File: src/rtl/ebds_pkg.sv
// Shared constants, types and helper functions for the encoder and button duty stepper.
`timescale 1ns / 1ps

package ebds_pkg;

	localparam int STEP_SIZE   = 50;
	localparam int MAX_STEP    = 1200;
	localparam int COUNT_LIMIT = 255;

	localparam int STEP_W  = 11;
	localparam int DUTY_W  = 16;
	localparam int COUNT_W = 8;
	localparam int HOLD_W  = 16;
	localparam int EDGE_W  = 8;
	localparam int EVENT_W = 2;

	localparam int CFG_INDEX_W = 1;
	localparam int CFG_DATA_W  = 16;

	localparam logic [HOLD_W-1:0] HOLD_TICKS_RESET = HOLD_W'(500);
	localparam logic [EDGE_W-1:0] EDGE_MIN_RESET   = EDGE_W'(5);
	localparam logic [STEP_W-1:0] STEP_RESET       = STEP_W'(0);
	// The duty resets to 10000, which is this step times STEP_SIZE.
	localparam logic [STEP_W-1:0] DUTY_STEP_RESET  = STEP_W'(10000 / STEP_SIZE);

	// One tenth of full scale, and a reciprocal for flooring a step to it.
	localparam int TENTH        = MAX_STEP / 10;
	localparam int RECIP_SHIFT  = 20;
	localparam int RECIP        = ((1 << RECIP_SHIFT) + TENTH - 1) / TENTH;
	localparam int RECIP_W      = $clog2(RECIP + 1);
	localparam int PROD_W       = STEP_W + RECIP_W;
	localparam int SIZE_W       = $clog2(STEP_SIZE + 1);
	localparam int DUTY_PROD_W  = STEP_W + SIZE_W;

	localparam logic [COUNT_W-1:0] COUNT_MAX = COUNT_W'(COUNT_LIMIT);

	typedef enum logic [CFG_INDEX_W-1:0] {
		CFG_HOLD_TICKS = 1'b0,
		CFG_EDGE_MIN   = 1'b1
	} cfg_index_t;

	typedef enum logic [EVENT_W-1:0] {
		EV_NONE      = 2'd0,
		EV_BUTTON    = 2'd1,
		EV_STEP_UP   = 2'd2,
		EV_STEP_DOWN = 2'd3
	} event_kind_t;

	typedef struct packed {
		logic [DUTY_W-1:0] duty_value;
		logic [STEP_W-1:0] step_value;
		event_kind_t       event_kind;
	} result_t;

	// Floors the step to a multiple of one tenth, adds one tenth, wraps past the top.
	function automatic logic [STEP_W-1:0] jump_step(input logic [STEP_W-1:0] step);
		logic [PROD_W-1:0] prod;
		logic [STEP_W-1:0] quot;
		logic [STEP_W:0]   nxt;
		prod = PROD_W'(step) * PROD_W'(RECIP);
		quot = STEP_W'(prod >> RECIP_SHIFT);
		nxt = (STEP_W + 1)'(quot) * (STEP_W + 1)'(TENTH) + (STEP_W + 1)'(TENTH);
		if (nxt > (STEP_W + 1)'(MAX_STEP)) begin
			return '0;
		end
		return STEP_W'(nxt);
	endfunction

	// Duty for a step, saturated to the duty width.
	function automatic logic [DUTY_W-1:0] duty_of(input logic [STEP_W-1:0] step);
		logic [DUTY_PROD_W-1:0] prod;
		prod = DUTY_PROD_W'(step) * DUTY_PROD_W'(STEP_SIZE);
		if (prod > DUTY_PROD_W'({DUTY_W{1'b1}})) begin
			return {DUTY_W{1'b1}};
		end
		return DUTY_W'(prod);
	endfunction

endpackage

File: src/rtl/encoder_button_duty_stepper.sv
// Top level of the encoder and button duty stepper with its output skid stage.
`timescale 1ns / 1ps

// Each input transfer is one sample tick of the active-low button and encoder pins and
// yields exactly one result transfer with the duty, the step and the event of that tick.
// The block takes one tick per clock cycle while s_tready is high; results are registered and
// a two-entry output stage keeps the input open while one result waits. The step state
// is updated in the same cycle a tick is taken, so ticks follow back to back. The two
// configuration registers are written through the cfg channel, which is always ready.

module encoder_button_duty_stepper
	import ebds_pkg::*;
(
	input  logic                   clk,
	input  logic                   arst_n,

	input  logic                   s_tvalid,
	output logic                   s_tready,
	input  logic [7:0]             s_tdata,   // button_level, chan_a_level, chan_b_level, zeros

	output logic                   m_tvalid,
	input  logic                   m_tready,
	output logic [31:0]            m_tdata,   // duty_value[15:0], step_value[26:16], zeros
	output logic [EVENT_W-1:0]     m_tuser,   // event_kind

	input  logic                   cfg_valid,
	output logic                   cfg_ready,
	input  logic [CFG_INDEX_W-1:0] cfg_index,
	input  logic [CFG_DATA_W-1:0]  cfg_data
);

	logic [HOLD_W-1:0]  hold_ticks_q;
	logic [EDGE_W-1:0]  edge_min_q;

	logic [HOLD_W-1:0]  hold_count_q, hold_n;
	logic               press_latched_q, latched_n;
	logic [COUNT_W-1:0] a_count_q, a_n;
	logic [COUNT_W-1:0] b_count_q, b_n;
	logic [STEP_W-1:0]  step_q, step_n;
	logic [STEP_W-1:0]  duty_step_q, duty_step_n;
	event_kind_t        event_n;

	logic               btn_level, a_idle, b_idle;
	logic               in_xfer;
	logic [STEP_W-1:0]  detent_step;
	result_t            result_n;

	result_t            out_q, skid_q;
	logic               out_valid_q, skid_valid_q;

	assign btn_level = s_tdata[0];
	assign a_idle    = s_tdata[1];
	assign b_idle    = s_tdata[2];

	assign s_tready  = !skid_valid_q;
	assign in_xfer   = s_tvalid && s_tready;
	assign cfg_ready = 1'b1;

	always_comb begin
		hold_n      = hold_count_q;
		latched_n   = press_latched_q;
		a_n         = a_count_q;
		b_n         = b_count_q;
		step_n      = step_q;
		duty_step_n = duty_step_q;
		event_n     = EV_NONE;
		detent_step = duty_step_q;

		if (!btn_level && a_count_q == '0 && b_count_q == '0) begin
			if (!press_latched_q) begin
				hold_n = hold_count_q + HOLD_W'(1);
				if (hold_n >= hold_ticks_q) begin
					latched_n   = 1'b1;
					step_n      = jump_step(step_q);
					duty_step_n = step_n;
					event_n     = EV_BUTTON;
				end
			end
		end else begin
			hold_n    = '0;
			latched_n = 1'b0;
		end

		// Channel B sees the updated A count when testing saturation.
		if (!a_idle && a_count_q < COUNT_MAX && b_count_q < COUNT_MAX && hold_n == '0) begin
			a_n = a_count_q + COUNT_W'(1);
		end
		if (!b_idle && a_n < COUNT_MAX && b_count_q < COUNT_MAX && hold_n == '0) begin
			b_n = b_count_q + COUNT_W'(1);
		end

		if (a_idle && b_idle) begin
			if (a_n > COUNT_W'(edge_min_q) && b_n > COUNT_W'(edge_min_q)) begin
				detent_step = duty_step_n;
				if (a_n > b_n) begin
					if (detent_step < STEP_W'(MAX_STEP)) begin
						detent_step = detent_step + STEP_W'(1);
					end
					event_n = EV_STEP_UP;
				end else begin
					if (detent_step > '0) begin
						detent_step = detent_step - STEP_W'(1);
					end
					event_n = EV_STEP_DOWN;
				end
				step_n      = detent_step;
				duty_step_n = detent_step;
			end
			a_n = '0;
			b_n = '0;
		end

		result_n.duty_value = duty_of(duty_step_n);
		result_n.step_value = step_n;
		result_n.event_kind = event_n;
	end

	always_ff @(posedge clk or negedge arst_n) begin
		if (!arst_n) begin
			hold_ticks_q <= HOLD_TICKS_RESET;
			edge_min_q   <= EDGE_MIN_RESET;
		end else if (cfg_valid && cfg_ready) begin
			case (cfg_index_t'(cfg_index))
				CFG_HOLD_TICKS: hold_ticks_q <= cfg_data[HOLD_W-1:0];
				CFG_EDGE_MIN:   edge_min_q   <= cfg_data[EDGE_W-1:0];
				default:        ;
			endcase
		end
	end

	always_ff @(posedge clk or negedge arst_n) begin
		if (!arst_n) begin
			hold_count_q    <= '0;
			press_latched_q <= 1'b0;
			a_count_q       <= '0;
			b_count_q       <= '0;
			step_q          <= STEP_RESET;
			duty_step_q     <= DUTY_STEP_RESET;
		end else if (in_xfer) begin
			hold_count_q    <= hold_n;
			press_latched_q <= latched_n;
			a_count_q       <= a_n;
			b_count_q       <= b_n;
			step_q          <= step_n;
			duty_step_q     <= duty_step_n;
		end
	end

	always_ff @(posedge clk or negedge arst_n) begin
		if (!arst_n) begin
			out_valid_q  <= 1'b0;
			skid_valid_q <= 1'b0;
		end else if (!out_valid_q || m_tready) begin
			if (skid_valid_q) begin
				out_valid_q  <= 1'b1;
				skid_valid_q <= 1'b0;
			end else begin
				out_valid_q <= in_xfer;
			end
		end else if (in_xfer) begin
			skid_valid_q <= 1'b1;
		end
	end

	always_ff @(posedge clk) begin
		if (!out_valid_q || m_tready) begin
			if (skid_valid_q) begin
				out_q <= skid_q;
			end else if (in_xfer) begin
				out_q <= result_n;
			end
		end else if (in_xfer) begin
			skid_q <= result_n;
		end
	end

	assign m_tvalid = out_valid_q;
	assign m_tdata  = {5'd0, out_q.step_value, out_q.duty_value};
	assign m_tuser  = out_q.event_kind;

endmodule

File: config.mk
export PLATFORM = sky130hd
export DESIGN_NAME = encoder_button_duty_stepper
export DESIGN_NICKNAME = d
export VERILOG_FILES = /design/src/rtl/ebds_pkg.sv /design/src/rtl/encoder_button_duty_stepper.sv
export SDC_FILE = /design/constraint.sdc
export NUM_CORES = 1
export LEC_CHECK = 0
export ABC_AREA = 1
export ABC_CLOCK_PERIOD_IN_PS = 14450
export BUFFER_PORTS_ARGS = -buffer_cell sky130_fd_sc_hd__buf_2
export CORE_UTILIZATION = 55
export DETAILED_ROUTE_END_ITERATION = 12
export PLACE_DENSITY = 0.73
export SLEW_MARGIN = 10
export SYNTH_ARGS = -nofsm -noshare
export SYNTH_HDL_FRONTEND = slang
export SYNTH_SLANG_ARGS = --single-unit
File: constraint.sdc
create_clock -name clk -period 14.45 [get_ports clk]
set_clock_uncertainty 0.15 [all_clocks]
set_input_delay 2.89 -clock clk [delete_from_list [all_inputs] [get_ports clk]]
set_output_delay 2.89 -clock clk [all_outputs]
set_load 0.02 [all_outputs]
==> out/qor_table.md <==
| Result | This run | Unit |
|:---|:---|:---|
| Startpoint type of the worst setup path | flip-flop | - |
| Number of detailed-route iterations in the first pass | 5 | - |
| Fin worst setup slack | 1.820 | ns |
| Cell variety after synth | 57 | - |
| Max Cap Viol | 0 | - |
| Max-slew violations | 0 | - |
| Worst Reg2Reg Path Length in Cells | 68 | - |
| Worst Setup Slack post-DPL | 1.983 | ns |
| Relative slew slack | 27.44 | % |
| Post-detail-place hpwl | 20.70 | mm |
| Synth Cell Area | 12160 | sq um |
| Count of pins on the block boundary | 67 | - |
| CP Data Arrival Time | 12.76 | ns |
| Syn avg cell area | 7.689 | sq um |
| RR Endpoint | m_tdata[3] | - |
| Cell area power density | 228.0 | nW/um^2 |
| Worst path required time | 14.58 | ns |
| Overall global routing resource usage | 25.43 | % |
| Cell with the biggest individual delay on the critical path | fa_1 | - |
| Fraction of synthesized cell area taken by the top area cell type | 16.05 | % |
| Top cell type by total area after synthesis | ha_1 | - |
| Maximum number of pins on one net before global-route repair | 56 | - |
| WL/cell | 14.12 | um |
| Start of the worst register-to-register path | step_q[9] | - |
| Count of H-tree levels built during CTS | 4 | - |
| Resize count post-CTS | 0 | - |
| Highest cell delay on the worst timing path | 0.54 | ns |
| Initial Util | 55.91 | % |
| Clock input transition at the sequential cells of the worst setup and hold paths | 0.06 | ns |
| Period utilization | 87.41 | % |
| Die Outline Area | 22720 | sq um |
| Die height | 150.7 | um |
| Antenna Violating Nets Remaining | 0 | - |
| Area growth from synthesis to final layout | 8.805 | % |
| Worst setup EP type | flip-flop | - |
| Number of hold violations in the final report | 0 | - |
| Final setup TNS | 0 | ns |
| Post-CTS Hold Fix Bufs | 0 | - |
| Final-report setup violation count | 0 | - |
| Number of placement rows | 54 | - |
| Result of the run | complete, no violations | - |
| Antenna violations before repair | 0 | - |
| Overall overflow remaining after global route | 0 | - |
| Per-cell via count in the routed design | 5.352 | - |
| Detailed Route Iter0 Violations | 576 | - |
| Fraction of final layout cells with drive strength greater than 1 | 11.15 | % |
| Worst IR drop on VDD | 0.1341 | mV |
| Horizontal die dimension | 150.7 | um |
| EDFF count, synth | 58 | - |
| Worst Hold Path Cells | 2 | - |
| Yosys reg bits | 139 | - |
| RSZ-0062 raised after global routing | no | - |
| Final critical path time including I/O delays and setup | 12.63 | ns |
| TritonCTS buffer count | 17 | - |
| Clock Tree Root | clkbuf_16 | - |
| HP Start | duty_step_q[7] | - |
| Routed vias | 10282 | - |
| Instance count of the mapped netlist | 1582 | - |
| CTS tree | built | - |
| Wire length after detailed routing | 27.13 | mm |
| Setup Fix Bufs, Post-CTS | 0 | - |
| Worst setup path class | reg -> reg | - |
| Vias in the first global route | 9631 | - |
| Antenna diodes | 0 | - |
| Most frequently used flop master after synthesis | dfrtp_1 | - |
| YS warnings | 0 | - |
| Number of nets in the final layout | 1840 | - |
| Library cell appearing most often on the critical path | nand2_1 | - |
| Post-route DRC violation count | 0 | - |
| Placer Congestion | 0.9191 | - |
| Actual transition at the worst max-transition pin | 1.087 | ns |
| Register-to-register setup slack | 1.82 | ns |
| Peak clock frequency supported by timing | 0.07918 | GHz |
| Global-route wire length before repair | 45.95 | mm |
| Maximum net fanout on the critical path | 18 | - |
| Type of the worst min-delay path | reg -> reg | - |
| Leakage power | 7.252 | nW |
| Core footprint | 21760 | sq um |
| Port bufs | 55 | - |
| Share of flip-flops with an asynchronous set or reset after synthesis | 58.27 | % |
| Largest cells by area after synthesis | ha_1 (16%), dfrtp_1 (14%), edfxtp_1 (14%) | - |
| CTS sink count | 139 | - |
| Count of fill cells added during filler insertion | 1968 | - |
| Sequential share of the synthesized area | 31.09 | % |
| Buffer levels on the longest clock path | 2 | - |
| Capture endpoint of the worst hold path | duty_step_q[7] | - |
| Skew-Pair Late Insertion Delay | 0.42 | ns |
[sequential cells by signal (all words and copies together), names as in the netlist]
register         flops
skid_q              29
m_tdata             27
hold_count_q        16
hold_ticks_q        16
duty_step_q         11
step_q              11
a_count_q            8
b_count_q            8
edge_min_q           8
m_tuser              2
m_tvalid             1
press_latched_q      1
skid_valid_q         1
[worst max-delay path by stage]
stage                              to  slack (ns)  cells after the start      start
final                      m_tdata[3]        1.82                     68  step_q[9]
after global routing      m_tdata[12]        0.80                     68  step_q[9]
after CTS                  m_tdata[3]        1.82                     68  step_q[9]
after detailed placement   m_tdata[3]        1.98                     68  step_q[9]
after global placement     m_tdata[3]        2.11                     68  step_q[9]
after floorplan           m_tdata[10]        3.64                     66  step_q[9]
[worst max-delay path: cells and delay by family, from the launching register on]
family	cells	cell delay, ns
fa+ha+maj	12	4.91
simple gates	34	3.59
compound gates	9	1.52
buf+inv	11	1.31
xor+xnor	2	0.54
flops	1	0.45
[layout by cell type, fill, tap and decap left out, types with 6 or more instances in the layout]
cell type and count:
o21ai_0 58, o21ai_1 11, nand2_1 412, nand3_1 126
or2_2 6, buf_2 54, xnor2_1 6, nand2_2 20
nor2_2 8, dfrtp_1 70, o22ai_1 7, fa_1 26
a21oi_1 59, inv_1 241, inv_2 11, nand2_4 9
nand4_1 27, ha_1 156, dfstp_2 11, xor2_1 32
nor2_1 104, conb_1 6, nor3_1 10, a31oi_1 7
edfxtp_1 58, clkbuf_16 17, buf_4 9
[metrics by stage]
stage / std cells / hold WS, ns / total power, W / util, % / area (sq um)
global placement: 1889 / 0.3075 / 0.002505 / 58.26 / 12680
global route: 1921 / 0.3440 / 0.003361 / 60.84 / 13240
finish: 1921 / 0.3245 / 0.003018 / 60.84 / 13240
detailed placement: 1889 / 0.3189 / 0.002573 / 58.26 / 12680
CTS: 1921 / 0.3254 / 0.003026 / 60.84 / 13240
floorplan: 1586 / 0.2981 / 0.002161 / - / 12180
[metal layers]
| metal | GRT usage (%) | part of all wire, % |
|---|---|---|
| met1 | 34.36 | 46 |
| met2 | 42.14 | 47 |
| met3 | 3.455 | 4.7 |
| met4 | 7.850 | 2.0 |
| met5 | 0 | 0 |
[final cells by class]
class	instances	area (sq um)	share of cell area, %
Clock inverter	13	126.4	0.9548
Sequential cell	139	3782	28.58
Multi-Input combinational cell	1152	7248	54.76
Inverter	255	957.2	7.232
Timing Repair Buffer	63	337.8	2.552
Tap cell	280	350.3	2.647
Clock buffer	19	432.9	3.271
[logic make-up after synthesis]
kind of cell    synth area share [%]
compound gates                 7.694
xor+xnor                       2.870
fa+ha+maj                      20.33
buf+inv                        9.484
flops                          31.09
other cells                  0.06174
simple gates                   28.47
[Yosys cell counts (2+ instances only)]
cell type  count
inv_1        241
o22ai_1        7
dfrtp_1       70
nor4_1         2
inv_2         11
dfstp_2       11
nor3_1        10
buf_2          4
nor2_2         6
o21bai_1       5
buf_1          3
xor2_1        32
nand3_1      126
buf_4          8
nand3b_1       5
nand3_4        2
o21ai_1       11
a31oi_1        7
nand3_2        5
nor2_1       106
nor3_4         2
and2_1         5
a21oi_2        2
nor3_2         3
ha_1         156
a21oi_1       59
nand4_1       27
xnor2_1        6
a21boi_0       3
fa_1          26
o21ai_2        4
conb_1         2
edfxtp_1      58
clkinv_1       3
nand2_4        9
o21ai_0       58
o211ai_1       5
or2_2          6
or2_1          2
clkbuf_1      24
nor2_4         4
nand2_2       20
nand2_1      412
[where the power goes]
| part | switching, W | internal [W] | total [W] | leakage, nW |
|---|---|---|---|---|
| Sequential | 0.0000822 | 0.000579 | 0.000662 | 1.56 |
| Combinational | 0.00123 | 0.000709 | 0.00193 | 5.43 |
| Clock | 0.000170 | 0.000252 | 0.000422 | 0.264 |
| Total | 0.00148 | 0.00154 | 0.00302 | 7.25 |
Note: power is estimated with default switching activity, not from simulation.
